**config.mk**
```make
export PLATFORM = sky130hd
export DESIGN_NAME = dfusp_eval
export DESIGN_NICKNAME = d
export VERILOG_FILES = /design/src/dfusp_pkg.sv /design/src/dfusp_eval.sv
export SDC_FILE = /design/constraint.sdc
export NUM_CORES = 1
export LEC_CHECK = 0
export BUFFER_PORTS_ARGS = -buffer_cell sky130_fd_sc_hd__buf_2
export CAP_MARGIN = 20
export CORE_AREA = 4 4 153 155
export DETAILED_ROUTE_END_ITERATION = 6
export DIE_AREA = 0 0 157 159
export PLACE_DENSITY = 0.44
export SETUP_SLACK_MARGIN = 0.05
export SYNTH_ARGS = -nofsm -noshare
export SYNTH_HDL_FRONTEND = slang
export SYNTH_SLANG_ARGS = --single-unit
```
**constraint.sdc**
```tcl
create_clock -name vclk -period 13.3
set_input_delay 2.66 -clock vclk [all_inputs]
set_output_delay 2.66 -clock vclk [all_outputs]
set_load 0.01 [all_outputs]
```
**src/dfusp_pkg.sv**
```systemverilog
package dfusp_pkg;

  typedef enum logic [1:0] {
    SFX_VALID   = 2'd0,
    SFX_SHORT   = 2'd1,
    SFX_BAD_SIG = 2'd2,
    SFX_BAD_CRC = 2'd3
  } sfx_status_e;

  typedef enum logic [1:0] {
    PK_NONE   = 2'd0,
    PK_TEXT   = 2'd1,
    PK_LEN8   = 2'd2,
    PK_MASK16 = 2'd3
  } prefix_kind_e;

  localparam logic [31:0] CrcPoly = 32'hEDB8_8320;
  localparam logic [31:0] CrcInit = 32'hFFFF_FFFF;

  localparam logic [4:0] PreLenText = 5'd11;
  localparam logic [4:0] PreLen8    = 5'd8;
  localparam logic [4:0] PreLen16   = 5'd16;

  localparam logic [23:0] FwMax = 24'hFF_FFFF;

  typedef struct packed {
    sfx_status_e  status;
    logic [7:0]   sfx_len;
    logic [15:0]  dfu_version;
    logic [15:0]  vendor_id;
    logic [15:0]  product_id;
    logic [15:0]  device_release;
    prefix_kind_e kind;
    logic [4:0]   pre_len;
    logic [23:0]  fw_len;
    logic         pre_err;
    logic [25:0]  load_addr;
    logic [14:0]  kib;
  } result_t;

  // reflected CRC-32, one byte
  function automatic logic [31:0] crc_fold(input logic [31:0] crc_in, input logic [7:0] b);
    logic [31:0] c;
    c = crc_in ^ {24'b0, b};
    for (int k = 0; k < 8; k++) begin
      c = c[0] ? ((c >> 1) ^ CrcPoly) : (c >> 1);
    end
    return c;
  endfunction

endpackage

```
**src/dfusp_eval.sv**
```systemverilog
module dfusp_eval #(
  parameter int unsigned LENGTH_BITS = 24
) (
  input  logic [LENGTH_BITS-1:0] count_i,
  input  logic                   ovf_i,
  input  logic [31:0]            crc_i,
  input  logic [7:0][7:0]        head_i,
  input  logic [15:0][7:0]       win_i,
  output dfusp_pkg::result_t     result_o
);
  import dfusp_pkg::*;

  logic [31:0]  n32;
  logic [31:0]  crc_given;
  logic         sig_ok;
  sfx_status_e  status;
  logic [7:0]   sfx;
  logic [31:0]  given;
  logic [31:0]  expect_len;
  prefix_kind_e kind;
  logic [4:0]   pre;
  logic         err;
  logic [25:0]  addr;
  logic [14:0]  kib;
  logic [8:0]   used;
  logic [31:0]  used32;
  logic [31:0]  diff;
  logic [23:0]  fw;
  logic         err_fin;

  assign n32       = 32'(count_i);
  assign crc_given = {win_i[15], win_i[14], win_i[13], win_i[12]};
  assign sig_ok    = (win_i[10] == 8'h44) && (win_i[9] == 8'h46) && (win_i[8] == 8'h55);

  always_comb begin
    priority if (n32 < 32'd16) begin
      status = SFX_SHORT;
    end else if (!sig_ok) begin
      status = SFX_BAD_SIG;
    end else if (crc_given != crc_i) begin
      status = SFX_BAD_CRC;
    end else begin
      status = SFX_VALID;
    end
  end

  assign sfx        = (status == SFX_VALID) ? win_i[11] : 8'd0;
  assign given      = {head_i[7], head_i[6], head_i[5], head_i[4]};
  assign expect_len = n32 - 32'd8 - {24'b0, sfx};

  always_comb begin
    kind = PK_NONE;
    pre  = 5'd0;
    err  = ovf_i;
    addr = 26'd0;
    kib  = 15'd0;
    if (n32 < 32'd8) begin
      err = 1'b1;
    end else begin
      if (head_i[0] == 8'h44 && head_i[1] == 8'h66 && head_i[2] == 8'h75 &&
          head_i[3] == 8'h53 && head_i[4] == 8'h65) begin
        kind = PK_TEXT;
        pre  = PreLenText;
      end
      if (head_i[0] == 8'h01 && head_i[1] == 8'h00) begin
        if (given != expect_len) begin
          err = 1'b1;
        end else begin
          kind = PK_LEN8;
          pre  = PreLen8;
          addr = {head_i[3], head_i[2], 10'b0};
        end
      end else if ((head_i[0] & 8'h3F) == 8'h1A && (head_i[1] & 8'h3F) == 8'h3F) begin
        kind = PK_MASK16;
        pre  = PreLen16;
        kib  = {head_i[3], 7'b0} | {8'b0, head_i[2][7:1]};
      end
    end
  end

  // prefix plus suffix beyond the file also covers the overlap check
  assign used   = {4'b0, pre} + {1'b0, sfx};
  assign used32 = 32'(used);
  assign diff   = n32 - used32;

  always_comb begin
    err_fin = err;
    if (used32 > n32) begin
      fw      = 24'd0;
      err_fin = 1'b1;
    end else if (diff > 32'(FwMax)) begin
      fw = FwMax;
    end else begin
      fw = diff[23:0];
    end
  end

  always_comb begin
    result_o                = '0;
    result_o.status         = status;
    result_o.kind           = kind;
    result_o.pre_len        = pre;
    result_o.fw_len         = fw;
    result_o.pre_err        = err_fin;
    result_o.load_addr      = addr;
    result_o.kib            = kib;
    if (status == SFX_VALID) begin
      result_o.sfx_len        = win_i[11];
      result_o.dfu_version    = {win_i[7], win_i[6]};
      result_o.vendor_id      = {win_i[5], win_i[4]};
      result_o.product_id     = {win_i[3], win_i[2]};
      result_o.device_release = {win_i[1], win_i[0]};
    end
  end

endmodule

```
Word-level counts from Yosys, hierarchy flattened
Index checks and enable logic that the tools add are counted.
{ "word_totals": {"elab_cells": 59, "output_inout_bits": 147, "inputBits": 249, "register_bits": 0} }
{ "op_classes": {"n_eq_ne": 13, "magnitude_cmp": 4, "n_bitwise": 1, "n_mux": 27, "reduce_logical": 10, "add_sub_neg": 4} }
{ "op_table": {"columns": ["operator", "count"], "rows": [
  ["$mux 26", 3],
  ["$mux 72", 1],
  ["$eq 8x7->1 const B", 8],
  ["$ne 32x32->1", 2],
  ["$mux 24", 2],
  ["$mux 15", 3],
  ["$gt 32x24->1 const B", 1],
  ["$sub 25x9->26", 1],
  ["$sub 24x4->25 const B", 1],
  ["$sub 24x9->25", 1],
  ["$gt 9x24->1", 1],
  ["$lt 24x4->1 const B", 1],
  ["$lt 24x5->1 const B", 1],
  ["$mux 5", 4],
  ["$or 15x7->15", 1],
  ["$mux 2", 7],
  ["$add 5x8->9", 1],
  ["$eq 8x1->1 const B", 1],
  ["$logic_and 1x1->1", 8],
  ["$logic_not 8->1", 1],
  ["$mux 8", 1],
  ["$eq 6x5->1 const B", 1],
  ["$eq 6x6->1 const B", 1],
  ["$mux 1", 5],
  ["2 further kinds", 2]
]} }

Logic depth before layout (Yosys ltp)
Gate-level depths: netlist of run 1.
{ "depth": {"word_depth": 17, "depth_mapped": 34, "depth_no_buf": 31} }

Worst setup path after synthesis of run 1
Ideal clock, no wire load.
{ "synth_path": {"kind": "input to output", "from": "input port count_i[8]", "to": "output port result_o[44] in the netlist's numbering", "arrival_ns": 9.805, "required_time_ns": 10.640, "setup_slack_ns": 0.835, "n_path_buf": 5, "cell_stages": 34, "path_cell_list": "nor4_1 -> buf_2 -> nand3_1 -> nor2_1 -> nor2_1 -> clkbuf_1 -> clkbuf_1 -> and2_1 -> ha_1 -> fa_1 -> nand3b_1 -> nand2_1 -> a31oi_1 -> and3_1 -> mux2_2 -> o21ai_0 -> nand4_1 -> a2111o_1 -> o31ai_1 -> nor2b_1 -> ha_1 -> a41o_1 -> and2_1 -> o21ai_0 -> xnor2_1 -> nand2_1 -> ha_1 -> a21boi_0 -> nor3_1 -> o21ai_0 -> or2_2 -> clkbuf_1 -> clkbuf_1 -> a21oi_1"} }
{ "synth_rtl": {"columns": ["element", "line_no", "text"], "rows": [
  ["start: declaration", "dfusp_eval.sv:4", "input logic [LENGTH_BITS-1:0] count_i,"],
  ["end: declaration", "dfusp_eval.sv:9", "output dfusp_pkg::result_t result_o"]
]} }

==> flow_results.xml, run 1 <==
<?xml version="1.0" encoding="UTF-8"?>
<metrics>
  <group name="place">
    <metric name="detailed_place.area" unit="µm²">6400</metric>
    <metric name="dpl.cell_count" unit="">1268</metric>
    <metric name="port_buffers" unit="">385</metric>
    <metric name="globalplace.congestion" unit="">0.906</metric>
    <metric name="detailedPlace.worstSlack" unit="ps">-33.6</metric>
    <metric name="dp_hpwl" unit="µm">21700</metric>
  </group>
  <group name="synth">
    <metric name="ys_warn_count" unit="">0</metric>
    <metric name="post_synth_inst_count" unit="">620</metric>
    <metric name="synthAdderAreaFrac" unit="">0.0800</metric>
    <metric name="main_combinational_cell_family_by_area_after_synthesis" unit="">simple AND/OR/NAND/NOR gates</metric>
    <metric name="synth_area" unit="µm²">4190</metric>
    <metric name="netlist.top_cell.by_area" unit="">xnor2_1</metric>
    <metric name="top_area_cell_type_share_of_the_netlist_area" unit="">0.167</metric>
    <metric name="yosysMostFrequentCell" unit="">and2_1</metric>
    <metric name="yosysSeqAreaShare" unit="">0</metric>
    <metric name="synth_simple_gate_area_share" unit="">0.466</metric>
    <metric name="post_synth_main_area_contributors" unit="">xnor2_1 (17%), and2_1 (15%), ha_1 (6.6%)</metric>
    <metric name="yosys.cell_types.count" unit="">61</metric>
    <metric name="postSynthAreaPerCell" unit="µm²">6.76</metric>
    <metric name="synth_mux_area_frac" unit="">0.00269</metric>
    <metric name="synth_xor_area_frac" unit="">0.224</metric>
    <metric name="synthesized_area_fraction_occupied_by_ao_oa_aoi_and_oai_cells" unit="">0.151</metric>
    <metric name="post_synth_most_frequent_cells" unit="">and2_1 (103), xnor2_1 (80), nor2_1 (40)</metric>
  </group>
  <group name="setup_path">
    <metric name="path_delay_family" unit="">simple AND/OR/NAND/NOR gates</metric>
    <metric name="timing.critical_path.from_type" unit="">input port</metric>
    <metric name="timing.setup.critical_path_class" unit="">in -&gt; out</metric>
    <metric name="cp.buffers_inverters" unit="">4</metric>
    <metric name="worst_path_most_repeated_cell" unit="">ha_1</metric>
    <metric name="path_max_fanout" unit="">9</metric>
    <metric name="worst_setup_path_end_kind" unit="">output pin</metric>
    <metric name="worstPathRequired" unit="ps">10640</metric>
    <metric name="cp_slowest_cell" unit="">a2111o_1</metric>
    <metric name="crit_path_max_incr_delay" unit="ps">500</metric>
    <metric name="critPathArrivalTime" unit="ps">10040</metric>
  </group>
  <group name="power_and_ir_drop">
    <metric name="peakVddDrop" unit="µV">8.11</metric>
    <metric name="power.leakage" unit="nW">3.29</metric>
    <metric name="design_power_total" unit="mW">0.142</metric>
    <metric name="powerDensity" unit="nW/µm²">21.7</metric>
  </group>
  <group name="grt">
    <metric name="grt_first_pass_wirelength" unit="µm">34800</metric>
    <metric name="vias_in_the_first_global_route" unit="">5949</metric>
    <metric name="overflow" unit="">0</metric>
    <metric name="antenna_found_initial" unit="">10</metric>
    <metric name="grt_max_degree" unit="">65</metric>
    <metric name="grt_usage" unit="">0.177</metric>
  </group>
  <group name="detailed_routing">
    <metric name="routed-via-count" unit="">5902</metric>
    <metric name="drt-wirelength-per-cell" unit="µm">18.8</metric>
    <metric name="pre_antenna_drt_iters" unit="">4</metric>
    <metric name="final_antenna_net_count" unit="">0</metric>
    <metric name="route.final.wire_length" unit="µm">24000</metric>
    <metric name="drc_errors" unit="">0</metric>
    <metric name="detail_route.iter0.violations" unit="">283</metric>
    <metric name="via_per_inst" unit="">4.63</metric>
  </group>
  <group name="layout">
    <metric name="sequential_cell_area" unit="µm²">0</metric>
    <metric name="areaGrowthSynthToFinish" unit="%">55.9</metric>
    <metric name="fillerInstances" unit="">2491</metric>
    <metric name="layout.cells.non_filler" unit="">1276</metric>
    <metric name="number_of_clock_tree_buffers_in_the_layout" unit="">0</metric>
    <metric name="layout.sequential_cells" unit="">0</metric>
    <metric name="design_area" unit="µm²">6530</metric>
    <metric name="fin_util" unit="">0.299</metric>
    <metric name="multiInputGateArea" unit="µm²">4020</metric>
    <metric name="final_nets" unit="">1269</metric>
    <metric name="drive_gt1_frac" unit="">0.435</metric>
  </group>
  <group name="run_status">
    <metric name="status" unit="">completed</metric>
  </group>
  <group name="sta">
    <metric name="rsz_0062_raised_after_global_routing" unit="">false</metric>
    <metric name="tightestPinTransition" unit="ps">1030</metric>
    <metric name="period_share" unit="">0.955</metric>
    <metric name="maxSlewHeadroom" unit="">0.313</metric>
    <metric name="period_needed" unit="ps">12700</metric>
    <metric name="worst_hold_slack" unit="ps">5610</metric>
    <metric name="setup_viol_count_final" unit="">0</metric>
    <metric name="finalHoldViolCount" unit="">0</metric>
    <metric name="fmax" unit="GHz">0.0787</metric>
    <metric name="finalSetupTns" unit="ps">0</metric>
    <metric name="setup_ws" unit="ps">598</metric>
    <metric name="finalMaxSlewViolations" unit="">0</metric>
  </group>
  <group name="die">
    <metric name="floorplan.rows" unit="">54</metric>
    <metric name="die_area" unit="µm²">25000</metric>
    <metric name="fp.coreArea" unit="µm²">21800</metric>
    <metric name="io_pins" unit="">396</metric>
    <metric name="die_h" unit="µm">159</metric>
    <metric name="die_w" unit="µm">157</metric>
    <metric name="effective_utilization_at_floorplan" unit="">0.192</metric>
  </group>
  <group name="min_path">
    <metric name="hold_path_class" unit="">in -&gt; out</metric>
    <metric name="hold_start" unit="">win_i[43]</metric>
    <metric name="hold_depth" unit="">3</metric>
    <metric name="worstHoldEndpoint" unit="">result_o[116]</metric>
  </group>
  <group name="flow_run">
    <metric name="drv_cap" unit="">0</metric>
  </group>
</metrics>
==> metal layers <==
| layer | vias to the layer above | wire length [µm] | track usage |
|---|---|---|---|
| li1 | 2942 | - | - |
| met1 | 2660 | 9680 | 0.217 |
| met2 | 270 | 12400 | 0.335 |
| met3 | 22 | 1740 | 0.0250 |
| met4 | 8 | 153 | 0.0134 |
| met5 | - | 47 | 0 |
==> final cells by class <==
cell class | count | share of cell area
Inverter | 26 | 0.0149
Multi-Input combinational cell | 565 | 0.615
Tap cell | 280 | 0.0536
Antenna cell | 3 | 0.00115
Timing Repair Buffer | 402 | 0.316
==> how the worst max path moves through the flow <==
stage               startpoint            to  slack (ps)  depth (start not counted)
floorplan           count_i[8]  result_o[44]         830                         34
global placement     crc_i[14]  result_o[55]         180                         33
detailed placement   crc_i[14]  result_o[47]         -30                         33
CTS                   crc_i[9]  result_o[63]          50                         34
global route         crc_i[25]  result_o[63]           8                         33
finish                crc_i[3]  result_o[63]         600                         33
==> logic make-up (layout without fill, tap and decap cells) <==
logic type,count (synthesis),count (layout)
AO/OA/AOI/OAI,97,97
XOR/XNOR,104,104
adder cells (fa/ha/maj),25,25
buffers and inverters,66,428
multiplexers,1,1
other,1,14
AND/OR/NAND/NOR,326,327
==> layout by cell type (no fill, tap or decap), drive strengths merged, types with 6 or more instances in the layout <==
| cell type | count |
|---|---|
| nor2b | 7 |
| xnor2 | 80 |
| nand2 | 30 |
| conb | 11 |
| ha | 22 |
| xor2 | 22 |
| a21oi | 26 |
| nand3 | 20 |
| nor4b | 9 |
| and2 | 103 |
| nor2 | 41 |
| or3 | 9 |
| inv | 26 |
| a31oi | 6 |
| nand2b | 6 |
| nand4 | 24 |
| buf | 402 |
| o21ai | 23 |
| nor3 | 16 |
| or4 | 12 |
| nor4 | 18 |
| nor4bb | 6 |
| or2 | 6 |
==> what timing repair did <==
item,in CTS,in global routing
resized for setup,1,21
setup buffers,0,3
hold buffers,0,0
pin swaps,0,4
endpoints found under the setup margin,14,25
gates cloned,0,2
==> tightest hold or removal path, delay by kind of cell <==
family / cells / cell delay, ps
buffers and inverters: 2 / 190
AND/OR/NAND/NOR: 1 / 100
==> where the power goes <==
group | internal, mW | switching (mW)
Clock | 0.0000000305 | 0
Sequential | 0 | 0
Combinational | 0.0689 | 0.0726
Note: power is estimated with default switching activity, not from simulation.
==> inputs of run 2 (changes only) <==
GPL_TIMING_DRIVEN = 0   (was unset)
==> run 2 against run 1 <==
Global-route usage is 0.27 points higher. Power is 6.5% higher. Sequential share of layout area unchanged. Combinational power is 6% higher. Cell area up 4.4%. First-iteration DRC count fell by 43%. Non-clock buffer count rose by 25. Hold slack improved by 1.6 ps. Critical endpoint is now result_o[49]. Largest power group unchanged.
==> flow_results.xml, run 2 (synthesized netlist as in run 1, its figures left out) <==
<?xml version="1.0" encoding="UTF-8"?>
<metrics>
  <group name="setup_path">
    <metric name="crit_path_max_incr_delay" unit="ps">490</metric>
    <metric name="path_max_fanout" unit="">10</metric>
    <metric name="worstPathRequired" unit="ps">10640</metric>
    <metric name="worst_setup_path_end_kind" unit="">output pin</metric>
    <metric name="timing.setup.critical_path_class" unit="">in -&gt; out</metric>
    <metric name="critPathArrivalTime" unit="ps">10100</metric>
    <metric name="timing.critical_path.from_type" unit="">input port</metric>
    <metric name="cp_slowest_cell" unit="">or4_1</metric>
  </group>
  <group name="die">
    <metric name="io_pins" unit="">396</metric>
    <metric name="die_w" unit="µm">157</metric>
    <metric name="floorplan.rows" unit="">54</metric>
    <metric name="die_h" unit="µm">159</metric>
    <metric name="die_area" unit="µm²">25000</metric>
    <metric name="fp.coreArea" unit="µm²">21800</metric>
    <metric name="effective_utilization_at_floorplan" unit="">0.192</metric>
  </group>
  <group name="grt">
    <metric name="vias_in_the_first_global_route" unit="">5955</metric>
    <metric name="grt_max_degree" unit="">12</metric>
    <metric name="overflow" unit="">0</metric>
    <metric name="grt_usage" unit="">0.179</metric>
    <metric name="antenna_found_initial" unit="">10</metric>
    <metric name="grt_first_pass_wirelength" unit="µm">35200</metric>
  </group>
  <group name="min_path">
    <metric name="hold_start" unit="">win_i[23]</metric>
    <metric name="worstHoldEndpoint" unit="">result_o[96]</metric>
    <metric name="hold_depth" unit="">3</metric>
    <metric name="hold_path_class" unit="">in -&gt; out</metric>
  </group>
  <group name="detailed_routing">
    <metric name="route.final.wire_length" unit="µm">24100</metric>
    <metric name="drc_errors" unit="">0</metric>
    <metric name="wl_met3" unit="µm">1740</metric>
    <metric name="via_per_inst" unit="">4.55</metric>
    <metric name="pre_antenna_drt_iters" unit="">5</metric>
    <metric name="routed-via-count" unit="">5911</metric>
    <metric name="detail_route.iter0.violations" unit="">161</metric>
    <metric name="final_antenna_net_count" unit="">0</metric>
    <metric name="routed-wl-met2" unit="µm">12600</metric>
    <metric name="drt-wirelength-per-cell" unit="µm">18.6</metric>
    <metric name="top_layer_used" unit="">met5</metric>
    <metric name="drt-met1-wl" unit="µm">9650</metric>
  </group>
  <group name="place">
    <metric name="dp_hpwl" unit="µm">21900</metric>
    <metric name="detailedPlace.worstSlack" unit="ps">-1630</metric>
    <metric name="globalplace.congestion" unit="">0.877</metric>
    <metric name="port_buffers" unit="">379</metric>
  </group>
  <group name="sta">
    <metric name="finalMaxSlewViolations" unit="">0</metric>
    <metric name="maxSlewHeadroom" unit="">0.488</metric>
    <metric name="finalSetupTns" unit="ps">0</metric>
    <metric name="setup_viol_count_final" unit="">0</metric>
    <metric name="fmax" unit="GHz">0.0784</metric>
    <metric name="rsz_0062_raised_after_global_routing" unit="">false</metric>
    <metric name="period_share" unit="">0.959</metric>
    <metric name="setup_ws" unit="ps">542</metric>
    <metric name="finalHoldViolCount" unit="">0</metric>
    <metric name="tightestPinTransition" unit="ps">761</metric>
    <metric name="period_needed" unit="ps">12760</metric>
  </group>
  <group name="layout">
    <metric name="final_nets" unit="">1293</metric>
    <metric name="areaGrowthSynthToFinish" unit="%">62.7</metric>
    <metric name="number_of_clock_tree_buffers_in_the_layout" unit="">0</metric>
    <metric name="drive_gt1_frac" unit="">0.451</metric>
    <metric name="sequential_cell_area" unit="µm²">0</metric>
    <metric name="final_common_cell" unit="">buf_2</metric>
    <metric name="layout.sequential_cells" unit="">0</metric>
    <metric name="mostFrequentLayoutCells" unit="">buf_2 (381), and2_1 (102), xnor2_1 (79)</metric>
  </group>
  <group name="power_and_ir_drop">
    <metric name="powerDensity" unit="nW/µm²">22.1</metric>
    <metric name="power.leakage" unit="nW">3.41</metric>
    <metric name="peakVddDrop" unit="µV">7.24</metric>
  </group>
  <group name="flow_run">
    <metric name="drv_cap" unit="">0</metric>
  </group>
  <group name="run_status">
    <metric name="status" unit="">completed</metric>
  </group>
</metrics>
==> run 2: cell count changes in the layout (fill, tap and decap cells not counted), sizes merged <==
cell / delta
buf: +9
nor2: -1
clkbuf: +16
==> run 2: worst max path at each step <==
stage / cells after the start / slack [ps] / start / end
after floorplan: 34 / 830 / count_i[8] / result_o[44]
after global placement: 36 / -1610 / count_i[8] / result_o[47]
after detailed placement: 36 / -1630 / count_i[8] / result_o[47]
after CTS: 34 / 70 / crc_i[2] / result_o[47]
after global routing: 36 / 40 / crc_i[0] / result_o[51]
final: 35 / 540 / crc_i[0] / result_o[49]
==> run 2: layout make-up <==
type	instances	area, µm²
inverter	26	97.6
antenna	3	7.51
buffer	37	234
tap	280	350
fill	2474	15000
multi-input combinational	564	4150
timing repair buffer	390	1980
==> run 2: layer usage <==
| layer | vias up | global-route usage |
|---|---|---|
| met3 | 18 | 0.0353 |
| met1 | 2649 | 0.213 |
| met4 | 6 | 0.0150 |
| met2 | 235 | 0.342 |
| met5 | - | 0 |
| li1 | 3003 | - |
==> run 2: what timing repair did <==
action	4_1_cts	5_1_grt
hold buffers	0	0
buffers inserted	1	10
gates resized for setup	36	27
pin swaps	1	11
setup endpoints to repair	25	25
==> run 2: where the power goes <==
| group | switching, mW | internal, mW |
|---|---|---|
| Clock | 0 | 0.0000000304 |
| Combinational | 0.0775 | 0.0733 |
| Sequential | 0 | 0 |
| Total | 0.0775 | 0.0733 |
==> run 2: worst max-delay path: cells and delay by family <==
| family | cells | cell delay, ps |
|---|---|---|
| AOI/OAI and AO/OA | 10 | 2190 |
| adders and majority gates | 3 | 1000 |
| and+or+nand+nor | 13 | 2750 |
| xor gates and xnor gates | 2 | 290 |
| buffers and inverters | 7 | 1200 |
==> run 2: per-stage QoR <==
step	hold WS, ps	area [µm²]	cells	total power [mW]	utilization
after floorplan	5430	4230	630	0.0757	-
after global placement	5610	6480	1289	0.143	0.297
after detailed placement	5610	6480	1289	0.143	0.297
after CTS	5610	6640	1289	0.148	0.304
after global routing	5620	6820	1300	0.167	0.313
final	5610	6820	1300	0.151	0.313
==> inputs of run 3 (changes only) <==
CAP_MARGIN = 0   (was 20)
CELL_PAD_IN_SITES_DETAIL_PLACEMENT = 1   (was unset)
CELL_PAD_IN_SITES_GLOBAL_PLACEMENT = 1   (was unset)
CORE_AREA = 4 4 150 152   (was 4 4 153 155)
DIE_AREA = 0 0 154 156   (was 0 0 157 159)
PLACE_DENSITY = 0.68   (was 0.44)
SETUP_SLACK_MARGIN = unset   (was 0.05)
==> run 3 against run 2 <==
Setup slack got worse by 4.7 ps. Wire length rose by 2.6%. Non-clock buffer count fell by 7. Cell area fell by 0.64%. Sequential share of layout area did not move. Count of clock-buffer cells in the layout did not move. Flip-flop and latch count did not move. Critical path depth did not move. Hold slack improved by 0.82 ps. Combinational power barely moved. Global-route usage rose by 1.2 points. Core utilization rose by 0.98 points. Largest power group unchanged.
==> flow_results.xml, run 3 (synthesized netlist as in run 1, its figures left out) <==
<?xml version="1.0" encoding="UTF-8"?>
<metrics>
  <group name="run_status">
    <metric name="status" unit="">completed</metric>
  </group>
  <group name="power_and_ir_drop">
    <metric name="peakVddDrop" unit="µV">8.12</metric>
    <metric name="power_switching_share" unit="">0.521</metric>
    <metric name="pwr-share-seq" unit="">0</metric>
    <metric name="powerDensity" unit="nW/µm²">22.3</metric>
    <metric name="design_power_total" unit="mW">0.151</metric>
    <metric name="power.leakage" unit="nW">3.39</metric>
    <metric name="clock_power_share" unit="">0</metric>
    <metric name="share_comb_of_total_power" unit="">1.000</metric>
    <metric name="power.internal" unit="mW">0.0723</metric>
    <metric name="power.switching" unit="mW">0.0787</metric>
  </group>
  <group name="grt">
    <metric name="vias_in_the_first_global_route" unit="">6503</metric>
    <metric name="overflow" unit="">0</metric>
    <metric name="grt_max_degree" unit="">13</metric>
    <metric name="grt_first_pass_wirelength" unit="µm">37000</metric>
    <metric name="grt_usage" unit="">0.192</metric>
    <metric name="antenna_found_initial" unit="">8</metric>
  </group>
  <group name="die">
    <metric name="fp.coreArea" unit="µm²">21000</metric>
    <metric name="io_pins" unit="">396</metric>
    <metric name="die_h" unit="µm">156</metric>
    <metric name="die_area" unit="µm²">24000</metric>
    <metric name="die_w" unit="µm">154</metric>
    <metric name="effective_utilization_at_floorplan" unit="">0.199</metric>
    <metric name="floorplan.rows" unit="">53</metric>
  </group>
  <group name="setup_path">
    <metric name="timing.setup.critical_path_class" unit="">in -&gt; out</metric>
    <metric name="path_max_fanout" unit="">10</metric>
    <metric name="worst_path_most_repeated_cell" unit="">ha_1</metric>
    <metric name="worstPathRequired" unit="ps">10640</metric>
    <metric name="critPathArrivalTime" unit="ps">10100</metric>
    <metric name="timing.critical_path.from_type" unit="">input port</metric>
    <metric name="worst_setup_path_end_kind" unit="">output pin</metric>
    <metric name="cp.buffers_inverters" unit="">6</metric>
    <metric name="path_delay_family" unit="">simple AND/OR/NAND/NOR gates</metric>
    <metric name="crit_path_max_incr_delay" unit="ps">430</metric>
    <metric name="cp_slowest_cell" unit="">a2111o_1</metric>
  </group>
  <group name="sta">
    <metric name="finalHoldViolCount" unit="">0</metric>
    <metric name="setup_ws" unit="ps">538</metric>
    <metric name="period_needed" unit="ps">12760</metric>
    <metric name="finalMaxSlewViolations" unit="">0</metric>
    <metric name="worst_hold_slack" unit="ps">5610</metric>
    <metric name="period_share" unit="">0.960</metric>
    <metric name="rsz_0062_raised_after_global_routing" unit="">true</metric>
    <metric name="maxSlewHeadroom" unit="">0.464</metric>
    <metric name="tightestPinTransition" unit="ps">802</metric>
    <metric name="fmax" unit="GHz">0.0784</metric>
    <metric name="finalSetupTns" unit="ps">0</metric>
    <metric name="setup_viol_count_final" unit="">0</metric>
  </group>
  <group name="layout">
    <metric name="sequential_cell_area" unit="µm²">0</metric>
    <metric name="final_common_cell" unit="">buf_2</metric>
    <metric name="design_area" unit="µm²">6780</metric>
    <metric name="final_nets" unit="">1286</metric>
    <metric name="mostFrequentLayoutCells" unit="">buf_2 (380), and2_1 (102), xnor2_1 (79)</metric>
    <metric name="number_of_clock_tree_buffers_in_the_layout" unit="">0</metric>
    <metric name="areaGrowthSynthToFinish" unit="%">61.7</metric>
    <metric name="fillerInstances" unit="">2758</metric>
    <metric name="layout.sequential_cells" unit="">0</metric>
    <metric name="drive_gt1_frac" unit="">0.447</metric>
  </group>
  <group name="place">
    <metric name="detailed_place.area" unit="µm²">6470</metric>
    <metric name="detailedPlace.worstSlack" unit="ps">-1860</metric>
    <metric name="globalplace.congestion" unit="">0.891</metric>
    <metric name="port_buffers" unit="">379</metric>
    <metric name="dp_hpwl" unit="µm">22300</metric>
  </group>
  <group name="detailed_routing">
    <metric name="detail_route.iter0.violations" unit="">219</metric>
    <metric name="route.final.wire_length" unit="µm">24800</metric>
    <metric name="drt-wirelength-per-cell" unit="µm">19.2</metric>
    <metric name="routed-via-count" unit="">6058</metric>
    <metric name="final_antenna_net_count" unit="">0</metric>
    <metric name="pre_antenna_drt_iters" unit="">5</metric>
    <metric name="via_per_inst" unit="">4.69</metric>
    <metric name="drc_errors" unit="">0</metric>
  </group>
  <group name="cts">
    <metric name="hold_buffers" unit="">0</metric>
  </group>
  <group name="min_path">
    <metric name="hold_depth" unit="">3</metric>
    <metric name="hold_start" unit="">win_i[38]</metric>
    <metric name="hold_path_class" unit="">in -&gt; out</metric>
    <metric name="worstHoldEndpoint" unit="">result_o[111]</metric>
  </group>
  <group name="flow_run">
    <metric name="drv_cap" unit="">0</metric>
  </group>
</metrics>
-- run 3: final cells by class --
type | instances | area (µm²) | share of cell area
multi-input combinational | 564 | 4150 | 0.613
timing repair buffer | 384 | 1930 | 0.285
tap | 275 | 344 | 0.0508
buffer | 36 | 234 | 0.0345
inverter | 26 | 97.6 | 0.0144
antenna | 6 | 15.0 | 0.00222
-- run 3: repair_timing --
item | CTS | global route
pin swaps | 2 | 7
endpoints found under the setup margin | 25 | 25
setup buffers | 2 | 3
resized for setup | 43 | 21
-- run 3: worst max-delay path by stage --
stage	cells after the start	endpoint	startpoint	slack (ps)
floorplan	34	result_o[44]	count_i[8]	830
global placement	36	result_o[46]	count_i[7]	-1720
detailed placement	35	result_o[47]	crc_i[10]	-1860
CTS	36	result_o[46]	crc_i[0]	30
global route	35	result_o[53]	crc_i[10]	-30
finish	35	result_o[53]	count_i[7]	540
-- run 3: per-stage QoR --
stage / util / instances
after detailed placement: 0.308 / 1284
after global placement: 0.308 / 1284
after floorplan: - / 630
after global routing: 0.322 / 1290
final: 0.322 / 1291
after CTS: 0.318 / 1284
-- run 3: power by group through the flow --
stage                     clock network, mW  registers [mW]  logic, mW
after global placement                    0               0      0.142
after detailed placement                  0               0      0.144
after global routing           0.0000000505               0      0.167
after CTS                                 0               0      0.150
after floorplan                           0               0     0.0757
final                          0.0000000606               0      0.151
-- run 3: routing by layer --
layer  part of all wire  global-route usage  routed length [µm]  up-vias
li1                   -                   -                   -     2980
met1               0.40               0.230               10000     2807
met2               0.51               0.360               12700      253
met3              0.072              0.0383                1790       14
met4             0.0090              0.0286                 224        4
met5            0.00085                   0                  21        -
